===== src/rtl/assert_macros.svh =====
// Assertion macros used by the RTL top level
`ifndef ASSERT_MACROS_SVH
`define ASSERT_MACROS_SVH
// assert that a implies b in the same cycle
`define ASSERT_IMPL(label, clk, rst_n, a, b) \
	label: assert property (@(posedge clk) disable iff (!rst_n) (a) |-> (b)) \
	else $error("assertion failed");
// assert that a implies b in the next cycle
`define ASSERT_NEXT(label, clk, rst_n, a, b) \
	label: assert property (@(posedge clk) disable iff (!rst_n) (a) |=> (b)) \
	else $error("assertion failed");
`endif


===== src/rtl/sha_pkg.sv =====
// Types, constants and round functions of the SHA-256/224 core
package sha_pkg;
	typedef logic [31:0] word_t;

	localparam int unsigned NumRounds = 64;
	localparam logic MODE_SHA256 = 1'b0;
	localparam logic MODE_SHA224 = 1'b1;

	typedef struct packed {
		logic       load_iv;
		logic       mode;
		logic       wr_word;
		logic [3:0] wr_idx;
		word_t      wr_data;
		logic       start;
	} dp_cmd_t;

	typedef struct packed {
		logic busy;
	} dp_sts_t;

	function automatic word_t round_k(input logic [5:0] i);
		word_t k [64] = '{
			32'h428A2F98, 32'h71374491, 32'hB5C0FBCF, 32'hE9B5DBA5,
			32'h3956C25B, 32'h59F111F1, 32'h923F82A4, 32'hAB1C5ED5,
			32'hD807AA98, 32'h12835B01, 32'h243185BE, 32'h550C7DC3,
			32'h72BE5D74, 32'h80DEB1FE, 32'h9BDC06A7, 32'hC19BF174,
			32'hE49B69C1, 32'hEFBE4786, 32'h0FC19DC6, 32'h240CA1CC,
			32'h2DE92C6F, 32'h4A7484AA, 32'h5CB0A9DC, 32'h76F988DA,
			32'h983E5152, 32'hA831C66D, 32'hB00327C8, 32'hBF597FC7,
			32'hC6E00BF3, 32'hD5A79147, 32'h06CA6351, 32'h14292967,
			32'h27B70A85, 32'h2E1B2138, 32'h4D2C6DFC, 32'h53380D13,
			32'h650A7354, 32'h766A0ABB, 32'h81C2C92E, 32'h92722C85,
			32'hA2BFE8A1, 32'hA81A664B, 32'hC24B8B70, 32'hC76C51A3,
			32'hD192E819, 32'hD6990624, 32'hF40E3585, 32'h106AA070,
			32'h19A4C116, 32'h1E376C08, 32'h2748774C, 32'h34B0BCB5,
			32'h391C0CB3, 32'h4ED8AA4A, 32'h5B9CCA4F, 32'h682E6FF3,
			32'h748F82EE, 32'h78A5636F, 32'h84C87814, 32'h8CC70208,
			32'h90BEFFFA, 32'hA4506CEB, 32'hBEF9A3F7, 32'hC67178F2};
		return k[i];
	endfunction

	function automatic word_t init_value(input logic mode, input logic [2:0] i);
		word_t iv256 [8] = '{32'h6A09E667, 32'hBB67AE85, 32'h3C6EF372, 32'hA54FF53A,
			32'h510E527F, 32'h9B05688C, 32'h1F83D9AB, 32'h5BE0CD19};
		word_t iv224 [8] = '{32'hC1059ED8, 32'h367CD507, 32'h3070DD17, 32'hF70E5939,
			32'hFFC00B31, 32'h68581511, 32'h64F98FA7, 32'hBEFA4FA4};
		return (mode == MODE_SHA224) ? iv224[i] : iv256[i];
	endfunction

	function automatic word_t rotr(input word_t x, input int unsigned n);
		return (x >> n) | (x << (32 - n));
	endfunction
endpackage


===== src/rtl/sha_stream_if.sv =====
// Valid/ready channel interfaces for message and digest requests
interface sha_msg_if;
	logic        valid;
	logic        ready;
	logic [31:0] message_word;
	logic [2:0]  bytes_valid;
	logic        end_of_message;
	modport source (output valid, message_word, bytes_valid, end_of_message, input ready);
	modport sink (input valid, message_word, bytes_valid, end_of_message, output ready);
endinterface

interface sha_dig_if;
	logic        valid;
	logic        ready;
	logic [31:0] digest_word;
	logic [2:0]  word_index;
	logic        last_word;
	modport source (output valid, digest_word, word_index, last_word, input ready);
	modport sink (input valid, digest_word, word_index, last_word, output ready);
endinterface


===== src/rtl/sha256_sha224_hash_core.sv =====
// SHA-256/224 hash core top level
//  channel | dir | handshake   | payload
//  msg     | in  | valid/ready | message_word, bytes_valid, end_of_message
//  dig     | out | valid/ready | digest_word, word_index, last_word
//  cfg     | in  | cfg_we      | cfg_wdata (digest_mode)
// Words are accepted while idle and cfg_we is low; the sixteenth word of a block
// holds the input off through launch, load, 64 rounds, fold into the hash state
// and return. The end-of-message request adds the padding words, one or two
// further block compressions, the digest words, which advance while dig.ready is
// high, and a restart step. Reset loads the SHA-256 initial value; the digest
// waits on dig.ready and input is held off until the last digest word has gone.
`include "assert_macros.svh"
module sha256_sha224_hash_core (
	input logic       clk,
	input logic       arst_n,
	input logic       cfg_we,
	input logic       cfg_wdata,
	sha_msg_if.sink   msg,
	sha_dig_if.source dig
);
	import sha_pkg::*;

	dp_cmd_t cmd;
	dp_sts_t sts;
	logic [2:0] rd_idx;
	word_t rd_word;

	sha_ctrl u_ctrl (.clk, .arst_n, .cfg_we, .cfg_wdata, .msg, .dig, .cmd,
		.rd_idx, .rd_word, .sts);
	sha_datapath u_dp (.clk, .arst_n, .cmd, .rd_idx, .rd_word, .sts);

	`ASSERT_IMPL(a_no_accept_busy, clk, arst_n, sts.busy, !msg.ready)
	`ASSERT_IMPL(a_no_out_busy, clk, arst_n, sts.busy, !dig.valid)
	`ASSERT_NEXT(a_start_busy, clk, arst_n, cmd.start, sts.busy)
endmodule


===== src/rtl/sha_datapath.sv =====
// Block buffer, message schedule, round unit and hash state
module sha_datapath (
	input  logic            clk,
	input  logic            arst_n,
	input  sha_pkg::dp_cmd_t cmd,
	input  logic [2:0]      rd_idx,
	output sha_pkg::word_t  rd_word,
	output sha_pkg::dp_sts_t sts
);
	import sha_pkg::*;

	word_t w_q [16];
	word_t h_q [8];
	word_t a_q, b_q, c_q, d_q, e_q, f_q, g_q, hh_q;
	logic [6:0] rnd_q;
	logic busy_q;
	word_t s0, s1, w_new, t1, t2, wt;

	assign wt = w_q[0];
	always_comb begin
		s0 = rotr(w_q[1], 7) ^ rotr(w_q[1], 18) ^ (w_q[1] >> 3);
		s1 = rotr(w_q[14], 17) ^ rotr(w_q[14], 19) ^ (w_q[14] >> 10);
		w_new = w_q[0] + s0 + w_q[9] + s1;
		t1 = hh_q + (rotr(e_q, 6) ^ rotr(e_q, 11) ^ rotr(e_q, 25))
			+ ((e_q & f_q) ^ (~e_q & g_q)) + round_k(rnd_q[5:0]) + wt;
		t2 = (rotr(a_q, 2) ^ rotr(a_q, 13) ^ rotr(a_q, 22))
			+ ((a_q & b_q) ^ (a_q & c_q) ^ (b_q & c_q));
	end

	// block buffer doubles as the schedule shift line
	always_ff @(posedge clk) begin
		if (cmd.wr_word) begin
			w_q[cmd.wr_idx] <= cmd.wr_data;
		end else if (busy_q) begin
			for (int i = 0; i < 15; i++) w_q[i] <= w_q[i + 1];
			w_q[15] <= w_new;
		end
	end

	always_ff @(posedge clk or negedge arst_n) begin
		if (!arst_n) begin
			busy_q <= 1'b0;
			rnd_q <= '0;
			for (int i = 0; i < 8; i++) h_q[i] <= init_value(MODE_SHA256, 3'(i));
		end else if (cmd.load_iv) begin
			for (int i = 0; i < 8; i++) h_q[i] <= init_value(cmd.mode, 3'(i));
		end else if (cmd.start) begin
			busy_q <= 1'b1;
			rnd_q <= '0;
		end else if (busy_q) begin
			if (rnd_q == 7'(NumRounds)) begin
				busy_q <= 1'b0;
				h_q[0] <= h_q[0] + a_q; h_q[1] <= h_q[1] + b_q;
				h_q[2] <= h_q[2] + c_q; h_q[3] <= h_q[3] + d_q;
				h_q[4] <= h_q[4] + e_q; h_q[5] <= h_q[5] + f_q;
				h_q[6] <= h_q[6] + g_q; h_q[7] <= h_q[7] + hh_q;
			end else begin
				rnd_q <= rnd_q + 7'd1;
			end
		end
	end

	always_ff @(posedge clk) begin
		if (cmd.start) begin
			a_q <= h_q[0]; b_q <= h_q[1]; c_q <= h_q[2]; d_q <= h_q[3];
			e_q <= h_q[4]; f_q <= h_q[5]; g_q <= h_q[6]; hh_q <= h_q[7];
		end else if (busy_q && rnd_q != 7'(NumRounds)) begin
			hh_q <= g_q; g_q <= f_q; f_q <= e_q; e_q <= d_q + t1;
			d_q <= c_q; c_q <= b_q; b_q <= a_q; a_q <= t1 + t2;
		end
	end

	assign rd_word = h_q[rd_idx];
	assign sts.busy = busy_q;
endmodule


===== src/rtl/sha_ctrl.sv =====
// Controller: word intake, padding, length, compression launch, digest output
module sha_ctrl (
	input  logic            clk,
	input  logic            arst_n,
	input  logic            cfg_we,
	input  logic            cfg_wdata,
	sha_msg_if.sink         msg,
	sha_dig_if.source       dig,
	output sha_pkg::dp_cmd_t cmd,
	output logic [2:0]      rd_idx,
	input  sha_pkg::word_t  rd_word,
	input  sha_pkg::dp_sts_t sts
);
	import sha_pkg::*;

	typedef enum logic [2:0] {IDLE, COMP, WAIT, PAD, OUT, RESTART} state_t;
	state_t state_q, ret_q;
	logic mode_q;
	logic [3:0] pos_q;
	logic [63:0] len_q;
	logic [1:0] pad_q;   // 0 word 0x80.., 1 zeros, 2 high length, 3 low length
	logic [2:0] idx_q;
	logic [2:0] cnt;
	word_t keep, fword;
	logic fin;

	assign fin = msg.end_of_message;
	assign cnt = (msg.bytes_valid > 3'd4) ? 3'd4 : msg.bytes_valid;
	always_comb begin
		unique case (cnt)
			3'd0: keep = 32'h00000000;
			3'd1: keep = 32'hFF000000;
			3'd2: keep = 32'hFFFF0000;
			3'd3: keep = 32'hFFFFFF00;
			default: keep = 32'hFFFFFFFF;
		endcase
		fword = (msg.message_word & keep) | (cnt == 3'd4 ? 32'h0 : (32'h80000000 >> {cnt, 3'b000}));
	end

	assign msg.ready = (state_q == IDLE) && !cfg_we;
	assign dig.valid = (state_q == OUT);
	assign dig.digest_word = rd_word;
	assign dig.word_index = idx_q;
	assign dig.last_word = (idx_q == ((mode_q == MODE_SHA224) ? 3'd6 : 3'd7));
	assign rd_idx = idx_q;

	always_ff @(posedge clk or negedge arst_n) begin
		dp_cmd_t cmd_n;
		if (!arst_n) begin
			state_q <= IDLE; ret_q <= IDLE; mode_q <= MODE_SHA256;
			pos_q <= '0; len_q <= '0; pad_q <= '0; idx_q <= '0;
			cmd <= '0;
		end else begin
			cmd_n = '0;
			unique case (state_q)
				IDLE: begin
					if (cfg_we) begin
						mode_q <= cfg_wdata;
						cmd_n.load_iv = 1'b1; cmd_n.mode = cfg_wdata;
						pos_q <= '0; len_q <= '0;
					end else if (msg.valid) begin
						cmd_n.wr_word = 1'b1; cmd_n.wr_idx = pos_q;
						pos_q <= pos_q + 4'd1;
						if (!fin) begin
							len_q <= len_q + 64'd32;
							cmd_n.wr_data = msg.message_word;
							if (pos_q == 4'd15) begin
								state_q <= COMP; ret_q <= IDLE;
							end
						end else begin
							len_q <= len_q + 64'({cnt, 3'b000});
							cmd_n.wr_data = fword;
							// full final word still owes the marker word
							if (cnt == 3'd4) pad_q <= 2'd0;
							else pad_q <= (pos_q == 4'd13) ? 2'd2 : 2'd1;
							state_q <= (pos_q == 4'd15) ? COMP : PAD;
							ret_q <= PAD;
						end
					end
				end
				PAD: begin
					cmd_n.wr_word = 1'b1; cmd_n.wr_idx = pos_q;
					pos_q <= pos_q + 4'd1;
					unique case (pad_q)
						2'd0: begin
							cmd_n.wr_data = 32'h80000000;
							pad_q <= (pos_q == 4'd13) ? 2'd2 : 2'd1;
						end
						2'd1: begin
							cmd_n.wr_data = '0;
							if (pos_q == 4'd13) pad_q <= 2'd2;
						end
						2'd2: begin cmd_n.wr_data = len_q[63:32]; pad_q <= 2'd3; end
						default: cmd_n.wr_data = len_q[31:0];
					endcase
					if (pos_q == 4'd15 || pad_q == 2'd3) begin
						state_q <= COMP;
						ret_q <= (pad_q == 2'd3) ? OUT : PAD;
					end
				end
				COMP: begin
					cmd_n.start = 1'b1; state_q <= WAIT;
				end
				WAIT: begin
					if (!sts.busy && !cmd.start) begin
						state_q <= ret_q; idx_q <= '0;
					end
				end
				OUT: begin
					if (dig.ready) begin
						idx_q <= idx_q + 3'd1;
						if (dig.last_word) state_q <= RESTART;
					end
				end
				RESTART: begin
					cmd_n.load_iv = 1'b1; cmd_n.mode = mode_q;
					pos_q <= '0; len_q <= '0; idx_q <= '0;
					state_q <= IDLE;
				end
				default: state_q <= IDLE;
			endcase
			cmd <= cmd_n;
		end
	end
endmodule

===== src/flat_wrapper.sv =====
// flat-port wrapper written by rule: the top's interface ports become plain ports
module sha256_sha224_hash_core_flat import sha_pkg::*;
  (clk, arst_n, cfg_we, cfg_wdata, msg_valid, msg_message_word, msg_bytes_valid, msg_end_of_message, msg_ready, dig_valid, dig_digest_word, dig_word_index, dig_last_word, dig_ready);
  sha_msg_if msg_i ();
  sha_dig_if dig_i ();
  input logic clk;
  input logic arst_n;
  input logic cfg_we;
  input logic cfg_wdata;
  input wire logic [$bits(msg_i.valid)-1:0] msg_valid;
  input wire logic [$bits(msg_i.message_word)-1:0] msg_message_word;
  input wire logic [$bits(msg_i.bytes_valid)-1:0] msg_bytes_valid;
  input wire logic [$bits(msg_i.end_of_message)-1:0] msg_end_of_message;
  output wire logic [$bits(msg_i.ready)-1:0] msg_ready;
  output wire logic [$bits(dig_i.valid)-1:0] dig_valid;
  output wire logic [$bits(dig_i.digest_word)-1:0] dig_digest_word;
  output wire logic [$bits(dig_i.word_index)-1:0] dig_word_index;
  output wire logic [$bits(dig_i.last_word)-1:0] dig_last_word;
  input wire logic [$bits(dig_i.ready)-1:0] dig_ready;
  assign msg_i.valid = msg_valid;
  assign msg_i.message_word = msg_message_word;
  assign msg_i.bytes_valid = msg_bytes_valid;
  assign msg_i.end_of_message = msg_end_of_message;
  assign msg_ready = msg_i.ready;
  assign dig_valid = dig_i.valid;
  assign dig_digest_word = dig_i.digest_word;
  assign dig_word_index = dig_i.word_index;
  assign dig_last_word = dig_i.last_word;
  assign dig_i.ready = dig_ready;
  sha256_sha224_hash_core u_core (.clk(clk), .arst_n(arst_n), .cfg_we(cfg_we), .cfg_wdata(cfg_wdata), .msg(msg_i), .dig(dig_i));
endmodule

===== config.mk =====
export PLATFORM = sky130hd
export DESIGN_NAME = sha256_sha224_hash_core_flat
export DESIGN_NICKNAME = d
export VERILOG_FILES = /design/src/rtl/sha_pkg.sv /design/src/rtl/sha_stream_if.sv /design/src/rtl/sha256_sha224_hash_core.sv /design/src/rtl/sha_datapath.sv /design/src/rtl/sha_ctrl.sv /design/src/flat_wrapper.sv
export VERILOG_INCLUDE_DIRS = /design/src /design/src/rtl
export SDC_FILE = /design/constraint.sdc
export NUM_CORES = 2
export LEC_CHECK = 0
export BUFFER_PORTS_ARGS = -buffer_cell sky130_fd_sc_hd__buf_2
export CAP_MARGIN = 20
export CORE_AREA = 2 2 346 348
export DETAILED_ROUTE_END_ITERATION = 7
export DIE_AREA = 0 0 348 350
export MAX_ROUTING_LAYER = met4
export PLACE_DENSITY = 0.81
export SLEW_MARGIN = 40
export SYNTH_ARGS = -nofsm -noshare
export SYNTH_HDL_FRONTEND = slang
export SYNTH_SLANG_ARGS = --single-unit

===== constraint.sdc =====
create_clock -name clk -period 17.2 [get_ports clk]
set_input_delay 2.58 -clock clk [delete_from_list [all_inputs] [get_ports clk]]
set_output_delay 2.58 -clock clk [all_outputs]
set_load 0.01 [all_outputs]

# After elaboration in Yosys (flattened, before gate mapping)
# Memory sizes are Yosys's and may differ from the RTL's.
# Index checks and enable logic that the tools add are counted.
# classes
addsub,23
multipliers,0
n_div,0
magnitude_cmp,3
eq_ne,30
n_shift,1
n_mux,94
bitwise,32
reduce_logical,28
# ops
operator,count
256-bit 2-to-1 mux,4
32-bit 2-to-1 mux,28
32-bit adder,18
32-bit XOR,9
32-bit AND,6
64-bit 2-to-1 mux,3
32-bit one-hot mux with 4 select lines,1
64-bit one-hot mux with 2 select lines,1
32-bit binary-select mux with 3-bit select,1
32-bit one-hot mux with 3 select lines,1
37-bit 2-to-1 mux,2
37-bit one-hot mux with 2 select lines,1
64-bit by 6-bit adder with 64-bit output,1
64-bit by 6-bit adder with 64-bit output (second input constant),1
31-bit 2-to-1 mux,2
3-bit 2-to-1 mux,17
32-bit inverter,1
10-bit by 32-bit OR with 32-bit output,1
13-bit by 32-bit OR with 32-bit output,1
14-bit by 32-bit OR with 32-bit output,1
15-bit by 32-bit OR with 32-bit output,1
19-bit by 32-bit OR with 32-bit output,1
21-bit by 32-bit OR with 32-bit output,1
25-bit by 32-bit OR with 32-bit output,1
other kinds (54),107
# word_totals
register_bits,640
latchBits,0
ram_bits,512
rom_bits,2048
out_inout_bits,38
word_cells,244
mem_count,2
# mem_list
memory,depth,word_bits,read_ports,rd_clocked_by_memory_dff,write_ports,line,source
(name not given),64,32,1,0,0,sha_pkg.sv:40,return k[i];
u_core.u_dp.w_q,16,32,16,0,16,sha_datapath.sv:12,word_t w_q [16];

# Logic depth before layout (Yosys ltp)
# logic_depth
ltp_word,10
depth_mapped,37

# Cells and area by module
# Synthesis repeated with hierarchy kept, for this count alone.
# hier_totals
hier_cells,7532
area_unflattened_um2,78089.9
# by_module_without_submodules
module,instances,cells_per_inst,area_per_inst_um2
sha_datapath,1,6778,71339.7
sha_ctrl,1,754,6750.2

# Least setup slack after synthesis
# Ideal clock, no wire load.
# synth_timing
path_type,reg-to-reg
from,register u_core.u_dp.rnd_q[1]
to,register u_core.u_dp.rnd_q[6]
setup_ps,78
arrival_ps,8332
t_required_ps,17122
setup_slack_ps,8791
stages_incl_launch_ff,13
synth_period_minus_slack_ps,8409
path_cell_list,dfrtp_1 clkbuf_1 clkinv_1 ha_1 clkbuf_1 nand4_1 nand2_1 nand2_1 and2_1 clkbuf_1 nand4_1 or3_1 a21oi_1
# synth_between
elab_chain_len,4
# synth_rtl
element,line,source
start: declaration,sha_datapath.sv:15,logic [6:0] rnd_q;
start signal: assignment,sha_datapath.sv:58,rnd_q <= rnd_q + 7'd1;
7-bit by 1-bit adder with 7-bit output,sha_datapath.sv:58,
7-bit 2-to-1 mux,sha_datapath.sv:51,if (rnd_q == 7'(NumRounds)) begin
7-bit 2-to-1 mux,sha_datapath.sv:50,end else if (busy_q) begin
7-bit 2-to-1 mux,sha_datapath.sv:47,end else if (cmd.start) begin
# Parallel ways exist; a longest one is shown, timed or not. The select of a mux whose other input is x is not followed.
# A chain may end at the register's enable or synchronous reset.

# Worst setup path in the final report
# layout_timing
from,register u_core.u_dp.rnd_q[1]
to,"register u_core.u_dp.a_q[23], data pin"
# layout_between
elab_chain_len,9
# layout_rtl
element,line,source
6-bit inverter with 7-bit output (not written as such),sha_pkg.sv:40,
memory read 64 x 32 bit,n/a,
32-bit 2-to-1 mux (not written as such) (2 in a row),sha_pkg.sv:40,
32-bit adder (2 in a row),sha_datapath.sv:25,+ ((e_q & f_q) ^ (~e_q & g_q)) + round_k(rnd_q[5:0]) + wt;
32-bit adder,sha_datapath.sv:69,d_q <= c_q; c_q <= b_q; b_q <= a_q; a_q <= t1 + t2;
32-bit 2-to-1 mux,sha_datapath.sv:67,end else if (busy_q && rnd_q != 7'(NumRounds)) begin
32-bit 2-to-1 mux,sha_datapath.sv:64,if (cmd.start) begin
end signal: assignment,sha_datapath.sv:65,a_q <= h_q[0]; b_q <= h_q[1]; c_q <= h_q[2]; d_q <= h_q[3];
end signal: assignment,sha_datapath.sv:69,
end: declaration,sha_datapath.sv:14,"word_t a_q, b_q, c_q, d_q, e_q, f_q, g_q, hh_q;"
# No other way between the ends. The select of a mux whose other input is x is not followed.

==> results by group <==
Layout
  – Fin nets: 7,661
  – Layout area overhead: 7.94%
  – Layout cells sized above 1: 0.125

Route
  – Post-DR wirelength/cell: 27.4 um
  – Drt drc: 10
  – Antenna Nets Post-Route: 0
  – Initial drt markers: 6,584
  – Vias per inst: 6.77
  – DRT Pass-1 Iters: 8
  – Total number of vias: 58,700
  – DRT Wirelength: 238,000 um

Global route
  – GRT Util Overall: 0.402
  – Vias in the first global route: 56,600
  – Remaining Overflow, GRT: 0
  – Largest net degree at the start of global routing: 159
  – Global-route wire length before repair: 355,000 um
  – Initial antenna violation count: 9

Setup path
  – WP depth: 31
  – Crit path buffers/inverters: 3
  – Critical Path AT: 10,510 ps
  – CP top delay family: compound AO/OA/AOI/OAI gates
  – CP Class: flip-flop to flip-flop
  – Slowest stage delay, CP: 680 ps
  – Critical path endpoint category: flip-flop
  – Slowest-stage cell, CP: ha_1
  – Critical Path Fanout Max: 15
  – Startpoint Class: flip-flop
  – Flop2flop setup slack: 7230 ps
  – R2R cell count: 31
  – Worst EP required: 17,740 ps

Clock tree
  – CTS clk-pin slew, worst paths: 60 ps
  – Post-CTS sizing: 0
  – Clk_lat worst skew: 810 ps
  – CTS Hold Bufs: 0
  – Clock sinks: 1,148
  – CTS H-Tree Depth: 4
  – CTS tree: built
  – CTS Buf Count: 132
  – # Post-CTS Setup Buffers: 0
  – Root buffer cell: clkbuf_16
  – Clock Path Buffers: 3

Yosys
  – Synth Instances: 7,173
  – Synthesized area per cell: 10.6 um^2
  – Post-synth EDFFs: 768
  – Synth unique cells: 89
  – Flops & latches, synth: 1,148
  – Mapped Area: 0.0761 mm^2
  – Async set or reset register ratio after synthesis: 0.331
  – Synth Flop Type: edfxtp_1
  – Syn_nets: 7,815
  – YS warnings: 0
  – Post-synthesis sequential area ratio: 0.431

STA
  – Final setup violation count: 0
  – RSZ-0062 raised after global routing: no
  – Worst Clk Skew: 42.6 ps
  – Slew margin rel.: 0.329
  – Slew Limit Fails: 0
  – Min Tclk post-route: 9970 ps
  – Fin crit share: 0.580
  – Final hold viol count: 0
  – Post-route setup TNS: 0 ps
  – Final worst slack: 7230 ps
  – Worst-Margin Slew: 1010 ps
  – Achievable Freq: 100 MHz

Placed design
  – GPL Wtd Cong: 1.03
  – Place WS: 7500 ps
  – Hpwl dp: 171,000 um
  – Port Buffer Count: 79

Floorplanning
  – I/O pin cnt: 80
  – DIE HEIGHT: 350 um
  – Site row count: 126
  – DIE WIDTH: 348 um
  – Core footprint: 0.118 mm^2
  – Initial Util: 0.646
  – Die area: 0.122 mm^2

Worst hold path
  – Hold WC Path Type: flip-flop to flip-flop
  – Worst Hold Depth: 1

Run
  – Number of max-cap violations: 0

Run status
  – Outcome: finished, violations left
  – Failing checks: design-rule violations
through the flow:
step                      instance area, um^2  utilization  instances  hold slack, ps
after global placement                  77500        0.658       8412             474
after global routing                    82100        0.697       8671             518
after CTS                               82000        0.696       8658             498
final                                   82100        0.697       8672             498
after detailed placement                77700        0.660       8418             482
after floorplan                         76100            -       7173             449
layout by cell type (no fill, tap or decap), types with 102 or more instances in the layout:
master       n
nand3_1    102
xor2_1     157
fa_1       196
ha_1       404
clkbuf_16  133
nand2_1    610
nor2_1     358
mux2_2     250
a21o_1     673
xnor2_1    442
edfxtp_1   768
dfrtp_1    237
o21ai_0    363
dfstp_2    136
inv_1      289
a21oi_1    532
nor3_1     116
routing by layer:
layer,vias to the layer above,track usage,part of all wire
li1,25800,-,-
met1,29000,0.491,0.37
met2,3172,0.618,0.46
met3,756,0.0802,0.092
met4,0,0.248,0.072
met5,-,-,0
synth_stat cells, types with 73 or more instances:
cell      count  area [um^2]
edfxtp_1    768        23100
a21o_1      673         5050
nand2_1     613         2300
a21oi_1     535         2680
xnor2_1     442         3870
clkbuf_1    404         1520
ha_1        404         5050
o21ai_0     383         1920
nor2_1      360         1350
inv_1       290         1090
mux2_2      250         2820
dfrtp_1     244         6110
fa_1        196         3920
xor2_1      157         1380
dfstp_2     136         3570
nor3_1      117          586
nand3_1     102          510
a31oi_1      74          463
mux4_2       73         1640
state kept, by name, summed over array words and instances (netlist names):
signal,count
u_core.u_dp.w_q,512
u_core.u_dp.h_q,256
u_core.u_ctrl.len_q,61
u_core.u_ctrl.cmd,40
u_core.u_dp.a_q,32
u_core.u_dp.b_q,32
u_core.u_dp.c_q,32
u_core.u_dp.d_q,32
u_core.u_dp.e_q,32
u_core.u_dp.f_q,32
u_core.u_dp.g_q,32
u_core.u_dp.hh_q,32
u_core.u_dp.rnd_q,7
u_core.u_ctrl.pos_q,4
u_core.u_ctrl.dig.word_index,3
u_core.u_ctrl.state_q,3
u_core.u_ctrl.pad_q,2
u_core.u_ctrl.ret_q,2
u_core.u_ctrl.mode_q,1
u_core.u_dp.sts,1
cells by family after synthesis:
kind of cell    after synthesis  share of synthesized area
xor+xnor                    601                     0.0695
fa+ha+maj                   630                      0.122
simple gates               1578                     0.0959
compound gates             2139                      0.184
flops                      1148                      0.431
buf+inv                     728                     0.0360
mux                         349                     0.0621
path summary, 6_finish.rpt:
kind | from | endpoint
min in group asynchronous | arst_n | u_core.u_dp.h_q[196]
max in group asynchronous | arst_n | u_core.u_dp.h_q[127]
setup reg to reg | u_core.u_dp.rnd_q[1] | u_core.u_dp.a_q[23]
setup / recovery | u_core.u_dp.rnd_q[1] | u_core.u_dp.a_q[23]
hold reg to reg | u_core.u_ctrl.ret_q[2] | u_core.u_ctrl.ret_q[2]
hold / removal | u_core.u_ctrl.ret_q[2] | u_core.u_ctrl.ret_q[2]
layout make-up:
cell class | instances | area, um^2
Sequential cell | 1148 | 32800
Tap cell | 1536 | 1920
Clock buffer | 170 | 3530
Clock inverter | 70 | 679
Fill cell | 8509 | 35700
Multi-Input combinational cell | 5297 | 40900
Inverter | 293 | 1100
Timing Repair Buffer | 147 | 1180
Antenna cell | 11 | 27.5
Power is not shown: default switching activity piles up to over one toggle a cycle in this logic, so the estimate is an artifact.
